===== src/rtl/core/jsg_pkg.sv =====
package jsg_pkg;

    localparam int FRAC_W           = 24;
    localparam int MAX_SAMPLE_COUNT = 4096;
    localparam int CNT_W            = 13;
    localparam int SLOT_W           = 16;
    localparam int RNG_W            = 64;
    localparam int HALF_W           = RNG_W / 2;
    localparam int IDX_W            = (MAX_SAMPLE_COUNT > 1) ? $clog2(MAX_SAMPLE_COUNT) : 1;
    localparam int N_W              = IDX_W + 1;
    localparam int ROOT_W           = (IDX_W + 1) / 2;
    localparam int SQ_W             = 2 * ROOT_W;
    localparam int GRID_W           = ROOT_W + 1;
    localparam int SQ_CNT_W         = $clog2(ROOT_W + 1);
    localparam int DIV_CNT_W        = $clog2(FRAC_W + 1);
    localparam int CFG_IDX_W        = 2;
    localparam int PC_W             = 6;

    localparam logic [RNG_W-1:0]  FALLBACK_WORD = 64'h9E3779B97F4A7C15;
    localparam logic [RNG_W-1:0]  STAR_MULT     = 64'h2545F4914F6CDD1D;
    localparam logic [FRAC_W-1:0] CENTER_FRAC   = {1'b1, {(FRAC_W-1){1'b0}}};

    localparam logic [CFG_IDX_W-1:0] CFG_SAMPLER_MODE      = 2'd0;
    localparam logic [CFG_IDX_W-1:0] CFG_SAMPLES_PER_PIXEL = 2'd1;
    localparam logic [CFG_IDX_W-1:0] CFG_LIGHT_SAMPLES     = 2'd2;

    typedef enum logic [1:0] {
        REQ_RESEED = 2'd0,
        REQ_ONE_D  = 2'd1,
        REQ_PIXEL  = 2'd2,
        REQ_LIGHT  = 2'd3
    } req_kind_t;

    typedef struct packed {
        logic [1:0]        req_type;
        logic [RNG_W-1:0]  seed;
        logic [SLOT_W-1:0] sample_slot;
    } req_t;

    typedef struct packed {
        logic [FRAC_W-1:0] coord_x;
        logic [FRAC_W-1:0] coord_y;
    } rsp_t;

    typedef enum logic [4:0] {
        OP_NOP,
        OP_ACCEPT,
        OP_RESEED,
        OP_XORSHIFT,
        OP_MUL_LL,
        OP_MUL_LH,
        OP_MUL_HL,
        OP_MUL_SUM,
        OP_SAVE_X,
        OP_SAVE_Y,
        OP_GRID_SETUP,
        OP_SQRT_STEP,
        OP_COLS,
        OP_DIV_ROWS,
        OP_DIV_CELL,
        OP_DIV_X,
        OP_DIV_Y,
        OP_DIV_STEP,
        OP_TAKE_ROWS,
        OP_TAKE_CELL,
        OP_TAKE_X,
        OP_TAKE_Y,
        OP_CENTER,
        OP_ONE_D,
        OP_PLAIN,
        OP_EMIT
    } op_t;

    typedef enum logic [3:0] {
        C_NEXT,
        C_ALWAYS,
        C_NO_REQ,
        C_RESEED,
        C_CENTER,
        C_ONE_D,
        C_PLAIN,
        C_SQRT_MORE,
        C_DIV_MORE,
        C_OUT_FULL
    } cond_t;

    typedef struct packed {
        op_t              op;
        cond_t            cond;
        logic [PC_W-1:0]  target;
    } ucode_t;

    typedef struct packed {
        logic req_valid;
        logic reseed;
        logic center;
        logic one_d;
        logic plain;
        logic sqrt_more;
        logic div_more;
        logic out_full;
    } status_t;

    localparam logic [PC_W-1:0] L_IDLE     = 6'd0;
    localparam logic [PC_W-1:0] L_SQRT     = 6'd16;
    localparam logic [PC_W-1:0] L_ROWS_RUN = 6'd19;
    localparam logic [PC_W-1:0] L_CELL_RUN = 6'd22;
    localparam logic [PC_W-1:0] L_X_RUN    = 6'd25;
    localparam logic [PC_W-1:0] L_Y_RUN    = 6'd28;
    localparam logic [PC_W-1:0] L_EMIT     = 6'd30;
    localparam logic [PC_W-1:0] L_RESEED   = 6'd32;
    localparam logic [PC_W-1:0] L_CENTER   = 6'd33;
    localparam logic [PC_W-1:0] L_ONE_D    = 6'd34;
    localparam logic [PC_W-1:0] L_PLAIN    = 6'd35;

    function automatic ucode_t uword(input op_t op, input cond_t cond,
                                     input logic [PC_W-1:0] target);
        ucode_t w;
        w.op     = op;
        w.cond   = cond;
        w.target = target;
        return w;
    endfunction

    function automatic ucode_t ucode_rom(input logic [PC_W-1:0] pc);
        ucode_t w;
        case (pc)
            6'd0:    w = uword(OP_ACCEPT,     C_NO_REQ,    L_IDLE);
            6'd1:    w = uword(OP_NOP,        C_RESEED,    L_RESEED);
            6'd2:    w = uword(OP_NOP,        C_CENTER,    L_CENTER);
            6'd3:    w = uword(OP_XORSHIFT,   C_NEXT,      L_IDLE);
            6'd4:    w = uword(OP_MUL_LL,     C_NEXT,      L_IDLE);
            6'd5:    w = uword(OP_MUL_LH,     C_NEXT,      L_IDLE);
            6'd6:    w = uword(OP_MUL_HL,     C_NEXT,      L_IDLE);
            6'd7:    w = uword(OP_MUL_SUM,    C_NEXT,      L_IDLE);
            6'd8:    w = uword(OP_SAVE_X,     C_ONE_D,     L_ONE_D);
            6'd9:    w = uword(OP_XORSHIFT,   C_NEXT,      L_IDLE);
            6'd10:   w = uword(OP_MUL_LL,     C_NEXT,      L_IDLE);
            6'd11:   w = uword(OP_MUL_LH,     C_NEXT,      L_IDLE);
            6'd12:   w = uword(OP_MUL_HL,     C_NEXT,      L_IDLE);
            6'd13:   w = uword(OP_MUL_SUM,    C_NEXT,      L_IDLE);
            6'd14:   w = uword(OP_SAVE_Y,     C_PLAIN,     L_PLAIN);
            6'd15:   w = uword(OP_GRID_SETUP, C_NEXT,      L_IDLE);
            6'd16:   w = uword(OP_SQRT_STEP,  C_SQRT_MORE, L_SQRT);
            6'd17:   w = uword(OP_COLS,       C_NEXT,      L_IDLE);
            6'd18:   w = uword(OP_DIV_ROWS,   C_NEXT,      L_IDLE);
            6'd19:   w = uword(OP_DIV_STEP,   C_DIV_MORE,  L_ROWS_RUN);
            6'd20:   w = uword(OP_TAKE_ROWS,  C_NEXT,      L_IDLE);
            6'd21:   w = uword(OP_DIV_CELL,   C_NEXT,      L_IDLE);
            6'd22:   w = uword(OP_DIV_STEP,   C_DIV_MORE,  L_CELL_RUN);
            6'd23:   w = uword(OP_TAKE_CELL,  C_NEXT,      L_IDLE);
            6'd24:   w = uword(OP_DIV_X,      C_NEXT,      L_IDLE);
            6'd25:   w = uword(OP_DIV_STEP,   C_DIV_MORE,  L_X_RUN);
            6'd26:   w = uword(OP_TAKE_X,     C_NEXT,      L_IDLE);
            6'd27:   w = uword(OP_DIV_Y,      C_NEXT,      L_IDLE);
            6'd28:   w = uword(OP_DIV_STEP,   C_DIV_MORE,  L_Y_RUN);
            6'd29:   w = uword(OP_TAKE_Y,     C_ALWAYS,    L_EMIT);
            6'd30:   w = uword(OP_EMIT,       C_OUT_FULL,  L_EMIT);
            6'd31:   w = uword(OP_NOP,        C_ALWAYS,    L_IDLE);
            6'd32:   w = uword(OP_RESEED,     C_ALWAYS,    L_IDLE);
            6'd33:   w = uword(OP_CENTER,     C_ALWAYS,    L_EMIT);
            6'd34:   w = uword(OP_ONE_D,      C_ALWAYS,    L_EMIT);
            6'd35:   w = uword(OP_PLAIN,      C_ALWAYS,    L_EMIT);
            default: w = uword(OP_NOP,        C_ALWAYS,    L_IDLE);
        endcase
        return w;
    endfunction

    function automatic logic [N_W-1:0] limit_count(input logic [CNT_W-1:0] count);
        logic [N_W-1:0] n;
        if (count == '0)
        begin
            n = N_W'(1);
        end
        else if (32'(count) > 32'(MAX_SAMPLE_COUNT))
        begin
            n = N_W'(MAX_SAMPLE_COUNT);
        end
        else
        begin
            n = N_W'(count);
        end
        return n;
    endfunction

endpackage


===== src/rtl/core/jsg_divider.sv =====
module jsg_divider (
    input  logic                        clk,
    input  logic                        rst_n,
    input  logic                        start,
    input  logic                        step,
    input  logic [jsg_pkg::GRID_W-1:0]  rem_init,
    input  logic [jsg_pkg::FRAC_W-1:0]  dividend,
    input  logic [jsg_pkg::GRID_W-1:0]  divisor,
    output logic [jsg_pkg::FRAC_W-1:0]  quotient,
    output logic [jsg_pkg::GRID_W-1:0]  remainder,
    output logic                        more
);
    import jsg_pkg::*;

    logic [DIV_CNT_W-1:0] cnt_reg;
    logic [DIV_CNT_W-1:0] cnt_next;
    logic [FRAC_W-1:0]    dq_reg;
    logic [FRAC_W-1:0]    dq_next;
    logic [GRID_W-1:0]    rem_reg;
    logic [GRID_W-1:0]    rem_next;
    logic [GRID_W-1:0]    div_reg;
    logic [GRID_W-1:0]    div_next;
    logic [GRID_W:0]      trial;
    logic [GRID_W:0]      div_ext;
    logic [GRID_W:0]      diff;
    logic                 fits;

    assign trial   = {rem_reg, dq_reg[FRAC_W-1]};
    assign div_ext = {1'b0, div_reg};
    assign fits    = (trial >= div_ext);
    assign diff    = trial - div_ext;

    always_comb
    begin
        cnt_next = cnt_reg;
        dq_next  = dq_reg;
        rem_next = rem_reg;
        div_next = div_reg;
        if (start)
        begin
            cnt_next = DIV_CNT_W'(FRAC_W);
            dq_next  = dividend;
            rem_next = rem_init;
            div_next = divisor;
        end
        else if (step)
        begin
            cnt_next = cnt_reg - 1'b1;
            dq_next  = {dq_reg[FRAC_W-2:0], fits};
            rem_next = fits ? diff[GRID_W-1:0] : trial[GRID_W-1:0];
        end
    end

    always_ff @(posedge clk or negedge rst_n)
    begin
        if (!rst_n)
        begin
            cnt_reg <= '0;
        end
        else
        begin
            cnt_reg <= cnt_next;
        end
    end

    always_ff @(posedge clk)
    begin
        dq_reg  <= dq_next;
        rem_reg <= rem_next;
        div_reg <= div_next;
    end

    assign quotient  = dq_reg;
    assign remainder = rem_reg;
    assign more      = (cnt_reg > DIV_CNT_W'(1));

endmodule


===== src/rtl/core/jsg_sequencer.sv =====
module jsg_sequencer (
    input  logic              clk,
    input  logic              rst_n,
    input  jsg_pkg::status_t  status,
    output jsg_pkg::ucode_t   ctrl
);
    import jsg_pkg::*;

    logic [PC_W-1:0] pc_reg;
    logic [PC_W-1:0] pc_next;
    logic            taken;

    assign ctrl = ucode_rom(pc_reg);

    always_comb
    begin
        case (ctrl.cond)
            C_NEXT:      taken = 1'b0;
            C_ALWAYS:    taken = 1'b1;
            C_NO_REQ:    taken = !status.req_valid;
            C_RESEED:    taken = status.reseed;
            C_CENTER:    taken = status.center;
            C_ONE_D:     taken = status.one_d;
            C_PLAIN:     taken = status.plain;
            C_SQRT_MORE: taken = status.sqrt_more;
            C_DIV_MORE:  taken = status.div_more;
            C_OUT_FULL:  taken = status.out_full;
            default:     taken = 1'b1;
        endcase
    end

    always_comb
    begin
        pc_next = taken ? ctrl.target : pc_reg + 1'b1;
    end

    always_ff @(posedge clk or negedge rst_n)
    begin
        if (!rst_n)
        begin
            pc_reg <= L_IDLE;
        end
        else
        begin
            pc_reg <= pc_next;
        end
    end

endmodule


===== src/rtl/core/jittered_sample_generator_top.sv =====
// Sample generator for a path tracer, built on a 64-bit xorshift64* generator.
// Request channel (req_valid, req_stall, req_data): a request is taken at a rising
// edge with req_valid high and req_stall low. Type 0 reseeds the generator and the
// pixel sample index and gives no response; type 1 gives one fraction in coord_x;
// types 2 and 3 give a pixel or light point, plain or on a stratified jitter grid.
// Response channel (rsp_valid, rsp_stall, rsp_data): one registered response per
// non-reseed request; rsp_data holds while rsp_stall is high.
// Config channel (cfg_valid, cfg_ready, cfg_index, cfg_data): cfg_ready is always
// high; write only while no request is in flight.
// One request at a time runs through a microcoded step sequencer. A stratified point
// takes four divisions at one quotient bit per cycle on the shared divider, plus a
// six-step square root for the grid width. Each draw runs an xorshift step and three
// partial products on the single 32x32 multiplier. The next request is taken while a
// response still waits on rsp_stall; a full output register holds the sequencer.
// Reset loads the default generator word, sample index 0, independent mode and one
// sample per pixel and per light, and leaves the response channel empty.
module jittered_sample_generator_top (
    input  logic                          clk,
    input  logic                          rst_n,
    input  logic                          req_valid,
    output logic                          req_stall,
    input  jsg_pkg::req_t                 req_data,
    output logic                          rsp_valid,
    input  logic                          rsp_stall,
    output jsg_pkg::rsp_t                 rsp_data,
    input  logic                          cfg_valid,
    output logic                          cfg_ready,
    input  logic [jsg_pkg::CFG_IDX_W-1:0] cfg_index,
    input  logic [jsg_pkg::CNT_W-1:0]     cfg_data
);
    import jsg_pkg::*;

    ucode_t  ctrl;
    status_t status;

    logic                 mode_reg;
    logic                 mode_next;
    logic [CNT_W-1:0]     spp_reg;
    logic [CNT_W-1:0]     spp_next;
    logic [CNT_W-1:0]     light_reg;
    logic [CNT_W-1:0]     light_next;

    req_t                 req_reg;
    req_t                 req_next;
    logic [RNG_W-1:0]     rng_reg;
    logic [RNG_W-1:0]     rng_next;
    logic [SLOT_W-1:0]    pix_idx_reg;
    logic [SLOT_W-1:0]    pix_idx_next;

    logic [RNG_W-1:0]     prod_reg;
    logic [RNG_W-1:0]     prod_next;
    logic [HALF_W-1:0]    top_reg;
    logic [HALF_W-1:0]    top_next;
    logic [FRAC_W-1:0]    ux_reg;
    logic [FRAC_W-1:0]    ux_next;
    logic [FRAC_W-1:0]    uy_reg;
    logic [FRAC_W-1:0]    uy_next;

    logic [IDX_W-1:0]     m_reg;
    logic [IDX_W-1:0]     m_next;
    logic [IDX_W-1:0]     idx_reg;
    logic [IDX_W-1:0]     idx_next;
    logic [ROOT_W-1:0]    root_reg;
    logic [ROOT_W-1:0]    root_next;
    logic [SQ_CNT_W-1:0]  sq_cnt_reg;
    logic [SQ_CNT_W-1:0]  sq_cnt_next;
    logic [GRID_W-1:0]    cols_reg;
    logic [GRID_W-1:0]    cols_next;
    logic [GRID_W-1:0]    rows_reg;
    logic [GRID_W-1:0]    rows_next;
    logic [GRID_W-1:0]    cx_reg;
    logic [GRID_W-1:0]    cx_next;
    logic [GRID_W-1:0]    cy_reg;
    logic [GRID_W-1:0]    cy_next;

    logic [FRAC_W-1:0]    x_reg;
    logic [FRAC_W-1:0]    x_next;
    logic [FRAC_W-1:0]    y_reg;
    logic [FRAC_W-1:0]    y_next;
    logic                 rsp_valid_reg;
    logic                 rsp_valid_next;
    rsp_t                 rsp_data_reg;
    rsp_t                 rsp_data_next;

    logic                 is_pixel;
    logic                 accept;
    logic                 out_full;
    logic                 emit_fire;
    logic [RNG_W-1:0]     xs1;
    logic [RNG_W-1:0]     xs2;
    logic [RNG_W-1:0]     xs3;
    logic [HALF_W-1:0]    mul_a;
    logic [HALF_W-1:0]    mul_b;
    logic [RNG_W-1:0]     product;
    logic [CNT_W-1:0]     count_sel;
    logic [SLOT_W-1:0]    index_sel;
    logic [N_W-1:0]       n_sel;
    logic [N_W-1:0]       m_sel;
    logic [ROOT_W-1:0]    bit_mask;
    logic [ROOT_W-1:0]    root_try;
    logic [SQ_W-1:0]      root_sq;

    logic                 div_start;
    logic                 div_step;
    logic                 div_more;
    logic [GRID_W-1:0]    div_rem_init;
    logic [FRAC_W-1:0]    div_dividend;
    logic [GRID_W-1:0]    div_divisor;
    logic [FRAC_W-1:0]    div_quotient;
    logic [GRID_W-1:0]    div_remainder;

    jsg_sequencer u_sequencer (
        .clk    (clk),
        .rst_n  (rst_n),
        .status (status),
        .ctrl   (ctrl)
    );

    jsg_divider u_divider (
        .clk       (clk),
        .rst_n     (rst_n),
        .start     (div_start),
        .step      (div_step),
        .rem_init  (div_rem_init),
        .dividend  (div_dividend),
        .divisor   (div_divisor),
        .quotient  (div_quotient),
        .remainder (div_remainder),
        .more      (div_more)
    );

    assign req_stall = (ctrl.op != OP_ACCEPT);
    assign accept    = req_valid && (ctrl.op == OP_ACCEPT);
    assign cfg_ready = 1'b1;
    assign rsp_valid = rsp_valid_reg;
    assign rsp_data  = rsp_data_reg;

    assign out_full  = rsp_valid_reg && rsp_stall;
    assign emit_fire = (ctrl.op == OP_EMIT) && !out_full;
    assign is_pixel  = (req_reg.req_type == REQ_PIXEL);

    always_comb
    begin
        status.req_valid = req_valid;
        status.reseed    = (req_reg.req_type == REQ_RESEED);
        status.center    = is_pixel && (limit_count(spp_reg) == N_W'(1));
        status.one_d     = (req_reg.req_type == REQ_ONE_D);
        status.plain     = !mode_reg;
        status.sqrt_more = (sq_cnt_reg > SQ_CNT_W'(1));
        status.div_more  = div_more;
        status.out_full  = out_full;
    end

    assign xs1 = rng_reg ^ (rng_reg >> 12);
    assign xs2 = xs1 ^ (xs1 << 25);
    assign xs3 = xs2 ^ (xs2 >> 27);

    assign mul_a   = (ctrl.op == OP_MUL_HL) ? rng_reg[RNG_W-1:HALF_W] : rng_reg[HALF_W-1:0];
    assign mul_b   = (ctrl.op == OP_MUL_LH) ? STAR_MULT[RNG_W-1:HALF_W] : STAR_MULT[HALF_W-1:0];
    assign product = mul_a * mul_b;

    assign count_sel = is_pixel ? spp_reg : light_reg;
    assign index_sel = is_pixel ? pix_idx_reg : req_reg.sample_slot;
    assign n_sel     = limit_count(count_sel);
    assign m_sel     = n_sel - 1'b1;

    assign bit_mask = ROOT_W'(1) << (sq_cnt_reg - 1'b1);
    assign root_try = root_reg | bit_mask;
    assign root_sq  = SQ_W'(root_try) * SQ_W'(root_try);

    always_comb
    begin
        div_start    = 1'b0;
        div_rem_init = '0;
        div_dividend = FRAC_W'(idx_reg);
        div_divisor  = cols_reg;
        case (ctrl.op)
            OP_DIV_ROWS:
            begin
                div_start    = 1'b1;
                div_dividend = FRAC_W'(m_reg) + FRAC_W'(cols_reg);
            end
            OP_DIV_CELL:
            begin
                div_start    = 1'b1;
            end
            OP_DIV_X:
            begin
                div_start    = 1'b1;
                div_rem_init = cx_reg;
                div_dividend = ux_reg;
            end
            OP_DIV_Y:
            begin
                div_start    = 1'b1;
                div_rem_init = cy_reg;
                div_dividend = uy_reg;
                div_divisor  = rows_reg;
            end
            default:
            begin
                div_start    = 1'b0;
            end
        endcase
    end

    assign div_step = (ctrl.op == OP_DIV_STEP);

    always_comb
    begin
        mode_next  = mode_reg;
        spp_next   = spp_reg;
        light_next = light_reg;
        if (cfg_valid)
        begin
            case (cfg_index)
                CFG_SAMPLER_MODE:      mode_next  = cfg_data[0];
                CFG_SAMPLES_PER_PIXEL: spp_next   = cfg_data;
                CFG_LIGHT_SAMPLES:     light_next = cfg_data;
                default:               mode_next  = mode_reg;
            endcase
        end
    end

    always_comb
    begin
        req_next       = accept ? req_data : req_reg;
        rng_next       = rng_reg;
        pix_idx_next   = pix_idx_reg;
        prod_next      = prod_reg;
        top_next       = top_reg;
        ux_next        = ux_reg;
        uy_next        = uy_reg;
        m_next         = m_reg;
        idx_next       = idx_reg;
        root_next      = root_reg;
        sq_cnt_next    = sq_cnt_reg;
        cols_next      = cols_reg;
        rows_next      = rows_reg;
        cx_next        = cx_reg;
        cy_next        = cy_reg;
        x_next         = x_reg;
        y_next         = y_reg;
        rsp_data_next  = rsp_data_reg;
        rsp_valid_next = rsp_valid_reg && rsp_stall;
        case (ctrl.op)
            OP_RESEED:
            begin
                rng_next     = (req_reg.seed == '0) ? FALLBACK_WORD : req_reg.seed;
                pix_idx_next = req_reg.sample_slot;
            end
            OP_XORSHIFT:
            begin
                rng_next = xs3;
            end
            OP_MUL_LL:
            begin
                prod_next = product;
            end
            OP_MUL_LH:
            begin
                top_next  = prod_reg[RNG_W-1:HALF_W];
                prod_next = product;
            end
            OP_MUL_HL:
            begin
                top_next  = top_reg + prod_reg[HALF_W-1:0];
                prod_next = product;
            end
            OP_MUL_SUM:
            begin
                top_next = top_reg + prod_reg[HALF_W-1:0];
            end
            OP_SAVE_X:
            begin
                ux_next = top_reg[HALF_W-1:HALF_W-FRAC_W];
            end
            OP_SAVE_Y:
            begin
                uy_next = top_reg[HALF_W-1:HALF_W-FRAC_W];
            end
            OP_GRID_SETUP:
            begin
                m_next      = m_sel[IDX_W-1:0];
                idx_next    = (32'(index_sel) > 32'(m_sel)) ? m_sel[IDX_W-1:0]
                                                            : index_sel[IDX_W-1:0];
                root_next   = '0;
                sq_cnt_next = SQ_CNT_W'(ROOT_W);
            end
            OP_SQRT_STEP:
            begin
                if (root_sq <= SQ_W'(m_reg))
                begin
                    root_next = root_try;
                end
                sq_cnt_next = sq_cnt_reg - 1'b1;
            end
            OP_COLS:
            begin
                cols_next = GRID_W'(root_reg) + 1'b1;
            end
            OP_TAKE_ROWS:
            begin
                rows_next = div_quotient[GRID_W-1:0];
            end
            OP_TAKE_CELL:
            begin
                cy_next = div_quotient[GRID_W-1:0];
                cx_next = div_remainder;
            end
            OP_TAKE_X:
            begin
                x_next = div_quotient;
            end
            OP_TAKE_Y:
            begin
                y_next = div_quotient;
            end
            OP_CENTER:
            begin
                x_next = CENTER_FRAC;
                y_next = CENTER_FRAC;
            end
            OP_ONE_D:
            begin
                x_next = ux_reg;
                y_next = '0;
            end
            OP_PLAIN:
            begin
                x_next = ux_reg;
                y_next = uy_reg;
            end
            OP_EMIT:
            begin
                if (emit_fire)
                begin
                    rsp_data_next.coord_x = x_reg;
                    rsp_data_next.coord_y = y_reg;
                    rsp_valid_next        = 1'b1;
                end
            end
            default:
            begin
                rng_next = rng_reg;
            end
        endcase
    end

    always_ff @(posedge clk or negedge rst_n)
    begin
        if (!rst_n)
        begin
            mode_reg      <= 1'b0;
            spp_reg       <= CNT_W'(1);
            light_reg     <= CNT_W'(1);
            rng_reg       <= FALLBACK_WORD;
            pix_idx_reg   <= '0;
            sq_cnt_reg    <= '0;
            rsp_valid_reg <= 1'b0;
        end
        else
        begin
            mode_reg      <= mode_next;
            spp_reg       <= spp_next;
            light_reg     <= light_next;
            rng_reg       <= rng_next;
            pix_idx_reg   <= pix_idx_next;
            sq_cnt_reg    <= sq_cnt_next;
            rsp_valid_reg <= rsp_valid_next;
        end
    end

    always_ff @(posedge clk)
    begin
        req_reg      <= req_next;
        prod_reg     <= prod_next;
        top_reg      <= top_next;
        ux_reg       <= ux_next;
        uy_reg       <= uy_next;
        m_reg        <= m_next;
        idx_reg      <= idx_next;
        root_reg     <= root_next;
        cols_reg     <= cols_next;
        rows_reg     <= rows_next;
        cx_reg       <= cx_next;
        cy_reg       <= cy_next;
        x_reg        <= x_next;
        y_reg        <= y_next;
        rsp_data_reg <= rsp_data_next;
    end

endmodule


===== config.mk =====
export PLATFORM = sky130hd
export DESIGN_NAME = jittered_sample_generator_top
export DESIGN_NICKNAME = d
export VERILOG_FILES = /design/src/rtl/core/jsg_pkg.sv /design/src/rtl/core/jsg_divider.sv /design/src/rtl/core/jsg_sequencer.sv /design/src/rtl/core/jittered_sample_generator_top.sv
export SDC_FILE = /design/constraint.sdc
export NUM_CORES = 2
export LEC_CHECK = 0
export BUFFER_PORTS_ARGS = -buffer_cell sky130_fd_sc_hd__buf_2
export CAP_MARGIN = 20
export CORE_AREA = 5 5 328 250
export CTS_CLUSTER_DIAMETER = 120
export DETAILED_ROUTE_END_ITERATION = 7
export DIE_AREA = 0 0 333 255
export PLACE_DENSITY = 0.82
export REMOVE_ABC_BUFFERS = 1
export SETUP_SLACK_MARGIN = 0.15
export SYNTH_ARGS = -nofsm -noshare
export SYNTH_HDL_FRONTEND = slang
export SYNTH_SLANG_ARGS = --single-unit

===== constraint.sdc =====
create_clock -name clk -period 12.1 [get_ports clk]
set_input_delay 0 -clock clk [delete_from_list [all_inputs] [get_ports clk]]
set_output_delay 0 -clock clk [all_outputs]
set_load 0.02 [all_outputs]

==> Implementation_results.wiki <==
{| class="wikitable"
! Metric !! Value
|-
| Run status || complete, no violations
|-
| Antenna violations before repair || 4
|-
| Total GRT Usage || 33.6%
|-
| Xor/xnor cell area share of the yosys netlist || 5.22%
|-
| Number of vias after detailed routing || 36400
|-
| Startpoint-to-endpoint class of the critical path || flop to flop
|-
| Vias in the first global route || 37600
|-
| # fillers || 5465
|-
| Buf/Inv on CP || 8
|-
| Initial DRT Pass Iterations || 7
|-
| Global route overflow || 0
|-
| Cell Count, Final, Fillers Out || 6033
|-
| Part of the Yosys area used for sequential elements || 31.0%
|-
| Worst slew pin tran || 1.19 ns
|-
| Dominant combinational cell family by area after synthesis || adder cells
|-
| Worst path top cell family by delay || adder cells
|-
| Skew final || 0.0369 ns
|-
| Commonest cells in the synthesized netlist || sky130_fd_sc_hd__inv_1 (883), sky130_fd_sc_hd__fa_1 (582), sky130_fd_sc_hd__ha_1 (489), sky130_fd_sc_hd__edfxtp_1 (417), sky130_fd_sc_hd__nand2_1 (284)
|-
| Share of synthesized cell area in full adder, half adder and majority cells || 35.2%
|-
| Worst-case register-to-register setup slack || 0.78 ns
|-
| H-tree depth || 2
|-
| Worst-path fanout max || 12
|-
| Die Footprint || 84900 µm²
|-
| Final setup TNS || 0 ns
|-
| Count of endpoints failing hold in the final timing report || 0
|-
| Detailed Place HPWL || 110000 µm
|-
| Worst Hold Slack || 0.0717 ns
|-
| Gp weighted congestion || 1.03
|-
| Most prevalent standard cell on the critical path || sky130_fd_sc_hd__fa_1
|-
| Number of design rule violations left after detail routing || 0
|-
| Worst Path Required || 12.46 ns
|-
| Worst reg2reg path depth || 35
|-
| Top flip-flop cell by instance count after synthesis || sky130_fd_sc_hd__edfxtp_1
|-
| Floorplan Core Area || 78200 µm²
|-
| Maximum clock insertion buffer count || 3
|-
| Simple-Gate Fraction of Synth Area || 8.06%
|-
| Via density per instance || 6.04
|-
| Share of post-route cells with drive strength above 1 || 10.1%
|-
| Number of setup violations in the final report || 0
|-
| Cell depth of the worst min-delay path || 2
|-
| Share of cell area taken by muxes after synthesis || 2.62%
|-
| Setup repair after global routing missed its margin || false
|-
| Master of the slowest instance on the critical path || sky130_fd_sc_hd__dfrtp_1
|-
| Fin crit period || 11.32 ns
|-
| Standard-cell row count || 89
|-
| Post-CTS repair timing setup buffer count || 0
|-
| Final Slew Violations || 0
|-
| Flip-flop count of the largest register, all copies and words added || 82
|-
| Routed Antenna Nets || 0
|-
| Count leader, synth || sky130_fd_sc_hd__inv_1
|-
| Routed WL || 142000 µm
|-
| Number of port buffers || 151
|-
| IO Count || 153
|-
| Yosys top cell area share || 24.8%
|-
| WL per Instance || 23.5 µm
|-
| Mean instance size in the synthesized netlist || 10.8 µm²
|-
| Register bit count reported by yosys || 539
|-
| CTS root buffer || sky130_fd_sc_hd__clkbuf_16
|-
| Initial core utilization || 64.6%
|-
| Critical path's largest stage delay || 0.57 ns
|-
| Distinct cell type count of the synthesized netlist || 101
|-
| Fraction of synthesis flops using an asynchronous set or reset pin || 22.6%
|-
| # Max-Cap Violations || 0
|-
| Total clock buffers created by CTS || 51
|-
| Number of enable-type register cells in the synthesized netlist || 417
|-
| Clk sinks || 539
|-
| Path type of the worst min-delay path || input port to flop
|-
| Synth Cell Area || 50500 µm²
|-
| Cell count after placement || 5836
|-
| Share of the synthesized area in compound gates (AO/OA/AOI/OAI) || 9.80%
|-
| Critical hold path startpoint || req_data[36]
|-
| Net count reported at finish || 6117
|-
| Floorplan die height || 255 µm
|-
| Part of the cycle the worst path needs || 93.5%
|-
| WP data arrival || 11.68 ns
|-
| Area grow syn2layout || 9.85%
|-
| Achievable clock frequency || 88.4 MHz
|-
| Pin count of the biggest net entering global routing || 76
|-
| First-pass GRT wire length || 221000 µm
|-
| Reg2reg start || u_sequencer.pc_reg[0]
|-
| Endpoint with the worst hold slack || req_reg[36]
|-
| Leading post-synthesis cells by cell area || sky130_fd_sc_hd__edfxtp_1 (25%), sky130_fd_sc_hd__fa_1 (23%), sky130_fd_sc_hd__ha_1 (12%), sky130_fd_sc_hd__inv_1 (6.6%), sky130_fd_sc_hd__dfrtp_1 (4.1%)
|-
| Initial DRC count || 4547
|-
| Rel. slew slack || 19.9%
|-
| Clock edge transition at the registers on the reported setup and hold paths || 0.07 ns
|-
| Width of the die || 333 µm
|-
| Kind of capture point of the worst setup path || flop
|-
| Cells after synthesis || 4685
|-
| R2r endpoint || prod_reg[56]
|-
| Startpoint type of the worst setup path || flop
|-
| Synth Warn # || 0
|-
| Most area-hungry cell type in the Yosys netlist || sky130_fd_sc_hd__edfxtp_1
|-
| TritonCTS clock tree || yes
|-
| Clock latency at the later pin of the worst-skew pair || 0.63 ns
|}
cell families after synthesis:
| logic type | Yosys count |
|---|---|
| AO/OA/AOI/OAI | 724 |
| flip-flops | 539 |
| buffers and inverters | 1062 |
| AND/OR/NAND/NOR | 873 |
| other | 2 |
| adder cells (fa/ha/maj) | 1071 |
| XOR/XNOR | 299 |
| multiplexers | 115 |
worst register-to-register path: cells and delay by family (launching register included):
family | cells | cell delay [ns]
flops | 1 | 0.57
simple gates | 6 | 1.63
fa+ha+maj | 10 | 4.86
compound gates | 9 | 2.04
xor+xnor | 1 | 0.09
buf+inv | 8 | 1.29
mux | 1 | 0.55
how the worst max path moves through the flow:
| stage | startpoint | cells past startpoint | end | slack [ns] |
|---|---|---|---|---|
| after floorplan | u_sequencer.pc_reg[0] | 32 | prod_reg[62] | 0.84 |
| after global placement | u_sequencer.pc_reg[0] | 35 | prod_reg[56] | 1.02 |
| after detailed placement | u_sequencer.pc_reg[0] | 35 | prod_reg[56] | 0.82 |
| after CTS | u_sequencer.pc_reg[0] | 35 | prod_reg[56] | 0.77 |
| after global routing | u_sequencer.pc_reg[0] | 36 | prod_reg[56] | 0.22 |
| final | u_sequencer.pc_reg[0] | 35 | prod_reg[56] | 0.78 |
metal layers:
| metal | global-route usage (%) | up-vias | wire length [µm] |
|---|---|---|---|
| met1 | 47.6 | 17800 | 56700 |
| met3 | 9.21 | 352 | 17900 |
| met4 | 10.9 | 6 | 5620 |
| li1 | - | 16100 | - |
| met5 | 0 | - | 34 |
| met2 | 51.4 | 2199 | 61500 |
cells in the final DEF, fill, tap and decap left out, types with 22 or more instances in the layout:
master                            n
sky130_fd_sc_hd__xnor2_1        199
sky130_fd_sc_hd__inv_1          883
sky130_fd_sc_hd__a21o_1          68
sky130_fd_sc_hd__conb_1          52
sky130_fd_sc_hd__o21ai_0        144
sky130_fd_sc_hd__a21oi_1        180
sky130_fd_sc_hd__mux2_2          62
sky130_fd_sc_hd__dlygate4sd3_1  101
sky130_fd_sc_hd__nand2_1        284
sky130_fd_sc_hd__buf_2          150
sky130_fd_sc_hd__nand2b_1        24
sky130_fd_sc_hd__nor2b_1         25
sky130_fd_sc_hd__clkbuf_16       52
sky130_fd_sc_hd__fa_1           582
sky130_fd_sc_hd__nor3_1          53
sky130_fd_sc_hd__xor2_1          98
sky130_fd_sc_hd__buf_4           73
sky130_fd_sc_hd__o21ai_1         25
sky130_fd_sc_hd__nand3_1         44
sky130_fd_sc_hd__edfxtp_1       417
sky130_fd_sc_hd__a221o_1         25
sky130_fd_sc_hd__dfrtp_1         82
sky130_fd_sc_hd__nor2_1         262
sky130_fd_sc_hd__nor4_1          22
sky130_fd_sc_hd__a22o_1          48
sky130_fd_sc_hd__mux2i_1         42
sky130_fd_sc_hd__ha_1           489
sky130_fd_sc_hd__dfstp_2         40
sky130_fd_sc_hd__nand4_1         25
through the flow:
stage | util, % | setup WS, ns | instance area [µm²]
6_report | 70.9 | 0.781 | 55400
4_1_cts | 70.9 | 0.775 | 55400
3_3_place_gp | 67.3 | 1.02 | 52600
2_1_floorplan | - | 0.838 | 49900
3_5_place_dp | 67.3 | 0.821 | 52600
5_1_grt | 70.9 | 0.219 | 55400
cell type report:
cell class	instances	area, µm²	area share, %
Timing Repair Buffer	324	2310	4.17
Multi-Input combinational cell	3134	31000	56.0
Clock buffer	59	1340	2.41
Antenna cell	1	2.50	0.00451
Tap cell	1046	1310	2.36
Clock inverter	36	475	0.857
Sequential cell	539	15600	28.2
Inverter	894	3360	6.05
repair_timing:
action                                  4_1_cts  5_1_grt
hold endpoints to repair                    174        0
resized for setup                             0        2
endpoints found under the setup margin        0        3
hold buffers                                101        0
Power is left out: the tool's default activity adds up to more than one toggle a clock period on the data nets, which glitch-free logic cannot reach.
